File: src/design/swoi_pkg.sv
// Shared types and constants for the stack with ordered insert.
`default_nettype none
package swoi_pkg;

  // Store size and derived widths
  localparam int DEPTH = 16;
  localparam int CNT_W = $clog2(DEPTH + 1);
  localparam int DATA_W = 32;

  // Operation codes on the in_func field
  localparam logic [1:0] FUNC_PUSH   = 2'd0;
  localparam logic [1:0] FUNC_INSERT = 2'd1;
  localparam logic [1:0] FUNC_POP    = 2'd2;

  // Status codes on the out_status field
  localparam logic [1:0] STAT_OK    = 2'd0;
  localparam logic [1:0] STAT_EMPTY = 2'd1;
  localparam logic [1:0] STAT_FULL  = 2'd2;

  // Datapath operations
  typedef enum logic [1:0] {
    OP_NONE,
    OP_PUSH,
    OP_INSERT,
    OP_POP
  } op_t;

  // Controller states: result slot free or holding a result
  typedef enum logic {
    CS_IDLE,
    CS_HOLD
  } ctl_state_t;

  // Command from controller to datapath
  typedef struct packed {
    logic       load;
    op_t        op;
    logic [1:0] status;
  } cmd_t;

  // Status from datapath to controller
  typedef struct packed {
    logic full;
    logic empty;
  } dp_stat_t;

endpackage
`default_nettype wire

File: src/design/swoi_datapath.sv
// Row of stack cells, fill count and result payload registers.
`default_nettype none
module swoi_datapath (
  input  wire logic                             clk,
  input  wire logic                             rst_n,
  input  wire swoi_pkg::cmd_t                   cmd,
  input  wire logic signed [swoi_pkg::DATA_W-1:0] in_value,
  output swoi_pkg::dp_stat_t                    stat,
  output logic signed [swoi_pkg::DATA_W-1:0]    out_popped_value,
  output logic [1:0]                            out_status,
  output logic                                  out_not_empty
);
  import swoi_pkg::*;

  logic signed [DATA_W-1:0] entries_r [DEPTH];
  logic signed [DATA_W-1:0] entries_nxt [DEPTH];
  logic [CNT_W-1:0]         count_r;
  logic [CNT_W-1:0]         count_nxt;
  logic [DEPTH-1:0]         stop;
  logic [DEPTH-1:0]         at_or_after;
  logic signed [DATA_W-1:0] popped_r;
  logic [1:0]               status_r;
  logic                     not_empty_r;

  // Flag each cell that may be the insert point
  genvar i;
  generate
    for (i = 0; i < DEPTH; i++) begin : g_cmp
      assign stop[i] = (cmd.op == OP_PUSH) || (count_r == CNT_W'(i)) ||
                       ((count_r > CNT_W'(i)) && !(entries_r[i] < in_value));
    end
  endgenerate

  // Spread the insert point down the row
  always_comb begin
    at_or_after[0] = stop[0];
    for (int k = 1; k < DEPTH; k++) begin
      at_or_after[k] = at_or_after[k-1] | stop[k];
    end
  end

  // Next value of each cell: hold, take the value, or shift
  generate
    for (i = 0; i < DEPTH; i++) begin : g_cell
      always_comb begin
        entries_nxt[i] = entries_r[i];
        unique case (cmd.op)
          OP_PUSH, OP_INSERT: begin
            if (at_or_after[i]) begin
              if (i > 0 && at_or_after[(i > 0) ? i - 1 : 0]) begin
                entries_nxt[i] = entries_r[(i > 0) ? i - 1 : 0];
              end else begin
                entries_nxt[i] = in_value;
              end
            end
          end
          OP_POP: begin
            if (i < DEPTH - 1) begin
              entries_nxt[i] = entries_r[(i < DEPTH - 1) ? i + 1 : i];
            end
          end
          OP_NONE: begin
            entries_nxt[i] = entries_r[i];
          end
          default: begin
            entries_nxt[i] = entries_r[i];
          end
        endcase
      end
    end
  endgenerate

  // Update the fill count
  always_comb begin
    unique case (cmd.op)
      OP_PUSH, OP_INSERT: count_nxt = count_r + CNT_W'(1);
      OP_POP:             count_nxt = count_r - CNT_W'(1);
      default:            count_nxt = count_r;
    endcase
  end

  // Hold the cells
  always_ff @(posedge clk) begin
    if (cmd.load) begin
      for (int k = 0; k < DEPTH; k++) begin
        entries_r[k] <= entries_nxt[k];
      end
    end
  end

  // Hold the count
  always_ff @(posedge clk) begin
    if (!rst_n) begin
      count_r <= '0;
    end else if (cmd.load) begin
      count_r <= count_nxt;
    end
  end

  // Capture the result of each transfer
  always_ff @(posedge clk) begin
    if (cmd.load) begin
      popped_r    <= (cmd.op == OP_POP) ? entries_r[0] : '0;
      status_r    <= cmd.status;
      not_empty_r <= (count_nxt != '0);
    end
  end

  assign stat.full        = (count_r == CNT_W'(DEPTH));
  assign stat.empty       = (count_r == '0);
  assign out_popped_value = popped_r;
  assign out_status       = status_r;
  assign out_not_empty    = not_empty_r;

endmodule
`default_nettype wire

File: src/design/swoi_ctrl.sv
// Controller: handshakes, operation decode and result slot state.
`default_nettype none
module swoi_ctrl (
  input  wire logic               clk,
  input  wire logic               rst_n,
  input  wire logic               in_valid,
  input  wire logic [1:0]         in_func,
  input  wire logic               out_ready,
  input  wire swoi_pkg::dp_stat_t stat,
  output logic                    in_ready,
  output logic                    out_valid,
  output swoi_pkg::cmd_t          cmd
);
  import swoi_pkg::*;

  ctl_state_t state_r;
  ctl_state_t state_nxt;
  logic       accept;

  assign accept = in_valid && in_ready;

  // Next state: fill the slot on a transfer, free it when taken
  always_comb begin
    unique case (state_r)
      CS_IDLE: state_nxt = accept ? CS_HOLD : CS_IDLE;
      CS_HOLD: begin
        if (accept) begin
          state_nxt = CS_HOLD;
        end else if (out_ready) begin
          state_nxt = CS_IDLE;
        end else begin
          state_nxt = CS_HOLD;
        end
      end
      default: state_nxt = CS_IDLE;
    endcase
  end

  always_ff @(posedge clk) begin
    if (!rst_n) begin
      state_r <= CS_IDLE;
    end else begin
      state_r <= state_nxt;
    end
  end

  // Outputs: handshakes and datapath command
  always_comb begin
    out_valid  = (state_r == CS_HOLD);
    in_ready   = (state_r == CS_IDLE) || out_ready;
    cmd.load   = accept;
    cmd.op     = OP_NONE;
    cmd.status = STAT_OK;
    if (accept) begin
      priority if (in_func == FUNC_PUSH || in_func == FUNC_INSERT) begin
        if (stat.full) begin
          cmd.status = STAT_FULL;
        end else begin
          cmd.op = (in_func == FUNC_PUSH) ? OP_PUSH : OP_INSERT;
        end
      end else if (in_func == FUNC_POP) begin
        if (stat.empty) begin
          cmd.status = STAT_EMPTY;
        end else begin
          cmd.op = OP_POP;
        end
      end else begin
        cmd.op = OP_NONE;
      end
    end
  end

endmodule
`default_nettype wire

File: src/design/stack_with_ordered_insert_unit.sv
// Top level: bounded stack of signed words with push, ordered insert and pop.
//
// Input channel (in_valid/in_ready) carries in_func and in_value: push on
// top, ordered insert above the first entry from the top that is not less
// than the value (or at the bottom), or pop the top. Each transfer gives one
// result on the output channel (out_valid/out_ready): out_popped_value,
// out_status (ok, pop on empty, dropped because full) and out_not_empty.
// The result is valid in the cycle after the input transfer. Throughput is
// one item per cycle while the receiver takes each result: every cell of the
// row compares against the value at once and shifts in the same cycle, and
// the result register is refilled in the cycle it is taken.
// When the receiver stalls, the result is held and in_ready drops until it
// is taken. Reset empties the stack and clears the result slot; stored
// words are not cleared, only the count.
`default_nettype none
module stack_with_ordered_insert_unit (
  input  wire logic                               clk,
  input  wire logic                               rst_n,
  input  wire logic                               in_valid,
  output logic                                    in_ready,
  input  wire logic [1:0]                         in_func,
  input  wire logic signed [swoi_pkg::DATA_W-1:0] in_value,
  output logic                                    out_valid,
  input  wire logic                               out_ready,
  output logic signed [swoi_pkg::DATA_W-1:0]      out_popped_value,
  output logic [1:0]                              out_status,
  output logic                                    out_not_empty
);
  import swoi_pkg::*;

  cmd_t     cmd;
  dp_stat_t stat;

  // Control
  swoi_ctrl u_ctrl (
    .clk       (clk),
    .rst_n     (rst_n),
    .in_valid  (in_valid),
    .in_func   (in_func),
    .out_ready (out_ready),
    .stat      (stat),
    .in_ready  (in_ready),
    .out_valid (out_valid),
    .cmd       (cmd)
  );

  // Cells and result registers
  swoi_datapath u_dp (
    .clk              (clk),
    .rst_n            (rst_n),
    .cmd              (cmd),
    .in_value         (in_value),
    .stat             (stat),
    .out_popped_value (out_popped_value),
    .out_status       (out_status),
    .out_not_empty    (out_not_empty)
  );

endmodule
`default_nettype wire

File: config.mk
export PLATFORM = sky130hd
export DESIGN_NAME = stack_with_ordered_insert_unit
export DESIGN_NICKNAME = d
export VERILOG_FILES = /design/src/design/swoi_pkg.sv /design/src/design/swoi_datapath.sv /design/src/design/swoi_ctrl.sv /design/src/design/stack_with_ordered_insert_unit.sv
export SDC_FILE = /design/constraint.sdc
export NUM_CORES = 2
export LEC_CHECK = 0
export BUFFER_PORTS_ARGS = -buffer_cell sky130_fd_sc_hd__buf_4
export CAP_MARGIN = 10
export CORE_UTILIZATION = 65
export CTS_CLUSTER_SIZE = 14
export DETAILED_ROUTE_END_ITERATION = 7
export PLACE_DENSITY_LB_ADDON = 0.3
export SLEW_MARGIN = 15
export SYNTH_ARGS = -nofsm -noshare
export SYNTH_HDL_FRONTEND = slang
export SYNTH_SLANG_ARGS = --single-unit
File: constraint.sdc
create_clock -name clk -period 7.7 [get_ports clk]
set_input_delay 1.54 -clock clk [delete_from_list [all_inputs] [get_ports clk]]
set_output_delay 1.54 -clock clk [all_outputs]
set_load 0.1 [all_outputs]
After elaboration in Yosys (flattened, before gate mapping)
Memories as Yosys holds them, arrays and structs flattened.
Index checks and enable logic that the tools add are counted.
W data, S select, Z words.

cells by class
  equality and inequality tests = 21
  add/subtract/negate cells = 2
  multiplexer cells = 62
  bitwise logic cells = 16
  reductions and logical operators = 72
  $lt $le $gt $ge = 32

operators with widths
  operator               number
  $pmux W32 S3           15
  $mux W32               32
  $lt A32 B32 Y1         16
  $eq A5 B4 Y1 const B   8
  $gt A5 B4 Y1 const B   8
  $logic_or A1 B1 Y1     34
  $eq A5 B3 Y1 const B   4
  $gt A5 B3 Y1 const B   4
  $logic_and A1 B1 Y1    17
  $logic_not A1 Y1       16
  $or A1 B1 Y1           15
  $eq A5 B2 Y1 const B   2
  $gt A5 B1 Y1 const B   2
  $gt A5 B2 Y1 const B   2
  $mux W2                5
  $pmux W5 S2            1
  $mux W4                2
  $eq A2 B2 Y1 const B   3
  $mux W1                6
  $add A5 B1 Y5 const B  1
  $eq A5 B1 Y1 const B   1
  $eq A5 B5 Y1 const B   1
  $logic_not A5 Y1       1
  $reduce_bool A5 Y1     1
  other kinds (6)        8

storage, ports and cells
  output and inout bits = 37
  bits in writable memories = 512
  bits in registers = 41
  logic and storage cells = 211
  memories = 1

memory list
  memory          words  width  rd ports  clocked after Yosys merged registers in  wr ports  RTL line             source
  u_dp.entries_r  16     32     16        0                                        16        swoi_datapath.sv:15  logic signed [DATA_W-1:0] entries_r [DEPTH];

Depth between registers and ports, before layout
  word-level depth = 25
  depth in mapped cells = 23

Hierarchy
A second synthesis with hierarchy kept.

unflattened totals
  cells, all modules = 3,935
  area total of the unflattened synthesis = 38,629.5 µm²

modules (own cells, without submodules)
  module         area an instance (µm²)  instances  cells an instance
  swoi_datapath  38,506.9                1          3,919
  swoi_ctrl      122.6                   1          16

Worst setup path after synthesis
OpenSTA, ideal clock, no wires.

  path type = input -> register
  start point = in out_ready
  end point = mem u_dp.entries_r[15][0], enable pin
  arrival time = 7.247 ns
  required time = 7.230 ns
  stages on the path = 15
  slack = -0.017 ns
  library setup time = 0.470 ns
  cell sequence = nand2b_1 > nand2_1 > inv_1 > nand2_1 > ha_1 > clkbuf_1 > nor2_1 > a32o_1 > nor2_1 > nor3_1 > nand3_1 > buf_4 > nor4_4 > buf_6 > a211oi_1

RTL lines
  element          RTL line                              source
  start, declared  stack_with_ordered_insert_unit.sv:24  input wire logic out_ready,
  end, declared    swoi_datapath.sv:15

==> metrics.txt <==
# TYPE chip_impl_metric gauge
chip_impl_metric{name="clkPwrFrac",unit=""} 0.343
chip_impl_info{name="critPathCaptureType",value="flip-flop"} 1
chip_impl_metric{name="synth.avg_cell_area",unit="µm²"} 10.2
chip_impl_metric{name="p_leak",unit="nW"} 16.4
chip_impl_metric{name="r2r.worst_path.cells",unit=""} 21
chip_impl_info{name="hp-class",value="flip-flop to flip-flop"} 1
chip_impl_info{name="ys_dominant_reg_cell",value="edfxtp_1"} 1
chip_impl_metric{name="post_cts_resized",unit=""} 0
chip_impl_info{name="start_kind",value="primary input"} 1
chip_impl_metric{name="synth_edf_count",unit=""} 547
chip_impl_info{name="rsz0062_at_grt",value="false"} 1
chip_impl_info{name="ys_top_cells_by_area",value="edfxtp_1, ha_1, o21ai_0, mux2i_1, nand2_1"} 1
chip_impl_info{name="cell_accounting_for_the_most_synthesized_area",value="edfxtp_1"} 1
chip_impl_metric{name="report.final.hold_viol_count",unit=""} 0
chip_impl_metric{name="synth_seq_cells",unit=""} 553
chip_impl_metric{name="antenna_violating_nets_post_route",unit=""} 0
chip_impl_metric{name="dieArea",unit="µm²"} 60800
chip_impl_metric{name="cellPowerDensity",unit="nW/µm²"} 197
chip_impl_metric{name="synthesis.area",unit="µm²"} 38900
chip_impl_metric{name="drv.max_cap_violation_count",unit=""} 0
chip_impl_metric{name="final_layout_size_suffix_gt1_frac",unit=""} 0.0732
chip_impl_metric{name="gp_congestion",unit=""} 0.930
chip_impl_metric{name="io_pins",unit=""} 75
chip_impl_metric{name="die-height",unit="µm"} 247
chip_impl_metric{name="max_freq",unit="GHz"} 0.158
chip_impl_metric{name="worstPathRequired",unit="ps"} 8020
chip_impl_metric{name="number_of_warnings_issued_by_yosys",unit=""} 0
chip_impl_metric{name="number_of_slew_limit_violations_in_the_final_report",unit=""} 0
chip_impl_info{name="tritoncts",value="done"} 1
chip_impl_metric{name="cp_max_fo",unit=""} 24
chip_impl_metric{name="synth-seq-area-share",unit=""} 0.425
chip_impl_metric{name="place_inst",unit=""} 4471
chip_impl_metric{name="start_util",unit=""} 0.659
chip_impl_metric{name="synth_cell_type_count",unit=""} 78
chip_impl_metric{name="nets_in_the_synthesized_netlist",unit=""} 4353
chip_impl_metric{name="fillers",unit=""} 4341
chip_impl_metric{name="skew",unit="ps"} 22.7
chip_impl_metric{name="final.hold.worst_slack",unit="ps"} 557
chip_impl_metric{name="worst_pin_slew",unit="ps"} 1180
chip_impl_metric{name="post_synth_inst_count",unit=""} 3811
chip_impl_metric{name="post-cts-setup-buffer-count",unit=""} 0
chip_impl_metric{name="cts.htree.levels",unit=""} 2
chip_impl_metric{name="placement.io_buffers",unit=""} 74
chip_impl_metric{name="setup-tns-final",unit="ps"} 0
chip_impl_metric{name="grt_max_degree",unit=""} 284
chip_impl_metric{name="grt_first_pass_wirelength",unit="µm"} 171000
chip_impl_metric{name="cts_made_buffers",unit=""} 61
chip_impl_metric{name="total_switching_power",unit="mW"} 2.56
chip_impl_metric{name="clk_pin_slew_worst_paths",unit="ps"} 60
chip_impl_info{name="critical_path_origin",value="in_value[5]"} 1
chip_impl_metric{name="setup_ws",unit="ps"} 1380
chip_impl_metric{name="detailroute.via_count",unit=""} 32200
chip_impl_metric{name="timing.final.crit_share",unit=""} 0.821
chip_impl_metric{name="core.rowCount",unit=""} 89
chip_impl_metric{name="cts_hold_buf",unit=""} 0
chip_impl_metric{name="routed_wl",unit="µm"} 109000
chip_impl_metric{name="drc_errors",unit=""} 0
chip_impl_metric{name="clock_sinks",unit=""} 553
chip_impl_metric{name="grt_pass1_vias",unit=""} 31100
chip_impl_info{name="status",value="finished clean"} 1
chip_impl_metric{name="worst_reg_to_reg_setup_slack",unit="ps"} 1780
chip_impl_info{name="endpoint",value="u_dp.entries_r[10][0]"} 1
chip_impl_metric{name="relSlewSlack",unit=""} 0.215
chip_impl_metric{name="setup-violations-final",unit=""} 0
chip_impl_metric{name="synth.top_cell.area_share",unit=""} 0.422
chip_impl_metric{name="comb_power_share",unit=""} 0.212
chip_impl_metric{name="final_cell_count_no_fill",unit=""} 4587
chip_impl_info{name="regToRegEndpoint",value="u_dp.entries_r[14][3]"} 1
chip_impl_metric{name="gr_util_all_layers",unit=""} 0.356
chip_impl_metric{name="power.share.sequential",unit=""} 0.445
chip_impl_metric{name="max-vdd-ir-drop",unit="µV"} 189
chip_impl_metric{name="internal_power",unit="mW"} 5.72
chip_impl_info{name="layout.cells.most_common",value="edfxtp_1"} 1
chip_impl_info{name="layout_common_cells",value="edfxtp_1, ha_1, o21ai_0"} 1
chip_impl_metric{name="synth-async-reset-ratio",unit=""} 0
chip_impl_metric{name="detailedRoute.firstIterationViolations",unit=""} 3473
chip_impl_metric{name="ctsLongestPathBuffers",unit=""} 3
chip_impl_metric{name="period_minus_slack",unit="ps"} 6320
chip_impl_metric{name="detail_route.first_pass.iterations",unit=""} 6
chip_impl_metric{name="design.core.area",unit="µm²"} 59000
chip_impl_info{name="regToRegStartpoint",value="u_dp.count_r[1]"} 1
chip_impl_metric{name="cp.arrival",unit="ps"} 6640
chip_impl_metric{name="globalRoute.totalOverflow",unit=""} 0
chip_impl_metric{name="pre_cts_slack",unit="ps"} 855
chip_impl_info{name="criticalPathCategory",value="primary input to flip-flop"} 1
chip_impl_metric{name="antenna_found_initial",unit=""} 4
chip_impl_metric{name="post_drt_via_cell_ratio",unit=""} 7.02
chip_impl_metric{name="wire_per_inst",unit="µm"} 23.7
chip_impl_metric{name="dieWidth",unit="µm"} 247
chip_impl_metric{name="area_growth_syn_to_layout",unit="%"} 8.28
chip_impl_metric{name="worstSkewPairLatency",unit="ps"} 670
chip_impl_metric{name="finish.net_count",unit=""} 4303
chip_impl_metric{name="netSwitchingFraction",unit=""} 0.309
chip_impl_info{name="clk_root_buffer_cell",value="clkbuf_16"} 1
chip_impl_metric{name="dpl.hpwl",unit="µm"} 76700
-- cell usage after synthesis (21+ instances only) --
| master | n |
|---|---|
| ha_1 | 504 |
| a41oi_1 | 35 |
| a211oi_1 | 27 |
| mux2i_1 | 198 |
| buf_2 | 34 |
| a2bb2oi_1 | 162 |
| o21ai_0 | 493 |
| a21oi_1 | 249 |
| nor3_1 | 26 |
| nand4_1 | 62 |
| o21a_1 | 21 |
| a21o_1 | 49 |
| edfxtp_1 | 547 |
| nor3b_1 | 32 |
| nand2_1 | 434 |
| nand3_1 | 40 |
| mux2_1 | 28 |
| nor2_1 | 145 |
| a221o_1 | 35 |
| clkbuf_1 | 217 |
| and2_1 | 38 |
| a31oi_1 | 140 |
| inv_1 | 57 |
-- per-stage QoR --
| stage | power, mW | util | instance area (µm²) |
|---|---|---|---|
| 6_report | 8.29 | 0.714 | 42100 |
| 5_1_grt | 8.57 | 0.714 | 42100 |
| 4_1_cts | 8.26 | 0.713 | 42100 |
| 3_5_place_dp | 5.45 | 0.682 | 40200 |
| 3_3_place_gp | 5.39 | 0.682 | 40200 |
| 2_1_floorplan | 4.89 | - | 38900 |
-- sequential cells by signal, indices dropped and copies added (netlist names) --
signal	flops
u_dp.entries_r	512
u_dp.count_r	5
u_dp.out_not_empty	1
u_dp.out_status	2
u_dp.out_popped_value	32
u_ctrl.out_valid	1
-- cells by family (layout without fill, tap and decap cells) --
kind of cell               after synthesis  count (layout)  synth area share
other                                    0               4                 0
DFF                                    553             553             0.425
AOI/OAI and AO/OA                     1317            1317             0.213
buffers and inverters                  327             326            0.0335
adders and majority gates              504             504             0.162
muxes                                  230             230            0.0602
xor gates and xnor gates                 5               5           0.00113
and+or+nand+nor                        875             875             0.104
-- power by group through the flow --
stage | combinational, mW | sequential, mW | clock, mW
after floorplan | 1.14 | 3.76 | 0
after global placement | 1.65 | 3.73 | 0
after detailed placement | 1.71 | 3.74 | 0
after CTS | 1.72 | 3.68 | 2.86
after global routing | 1.91 | 3.70 | 2.97
final | 1.76 | 3.69 | 2.85
-- worst min path at each step --
stage | start | to | slack [ps] | cells past startpoint
3_3_place_gp | u_ctrl.out_valid | u_ctrl.out_valid | 540 | 2
5_1_grt | u_ctrl.out_valid | u_ctrl.out_valid | 600 | 2
6_report | u_ctrl.out_valid | u_ctrl.out_valid | 560 | 2
3_5_place_dp | u_ctrl.out_valid | u_ctrl.out_valid | 540 | 2
2_1_floorplan | u_dp.entries_r[2][0] | u_dp.entries_r[1][0] | 530 | 2
4_1_cts | u_ctrl.out_valid | u_ctrl.out_valid | 550 | 2
-- area by class of cell --
| type | count | area [µm²] | share of cell area |
|---|---|---|---|
| inverter | 58 | 220 | 0.00523 |
| tap | 773 | 967 | 0.0230 |
| clock inverter | 31 | 231 | 0.00550 |
| timing repair buffer | 156 | 1250 | 0.0296 |
| sequential | 553 | 16500 | 0.393 |
| antenna | 4 | 10.0 | 0.000238 |
| multi-input combinational | 2931 | 21200 | 0.505 |
| clock buffer | 81 | 1640 | 0.0390 |
-- routing by layer --
| layer | part of all wire | track usage | vias to the layer above |
|---|---|---|---|
| met2 | 0.45 | 0.554 | 1866 |
| met5 | 0 | 0 | - |
| met3 | 0.094 | 0.0585 | 295 |
| li1 | - | - | 14700 |
| met4 | 0.041 | 0.148 | 0 |
| met1 | 0.42 | 0.492 | 15300 |
-- critical path, cell delays in order --
cell,delay (ps)
buf_4,180
inv_1,730
ha_1,290
nand4_1,120
or3_1,360
a211oi_1,570
o311ai_1,290
and4b_1,290
o31ai_1,530
nor4b_4,180
and3_1,300
and2_1,400
a21oi_4,420
buf_4,390
No activity file was read; power rests on OpenSTA's default activity.
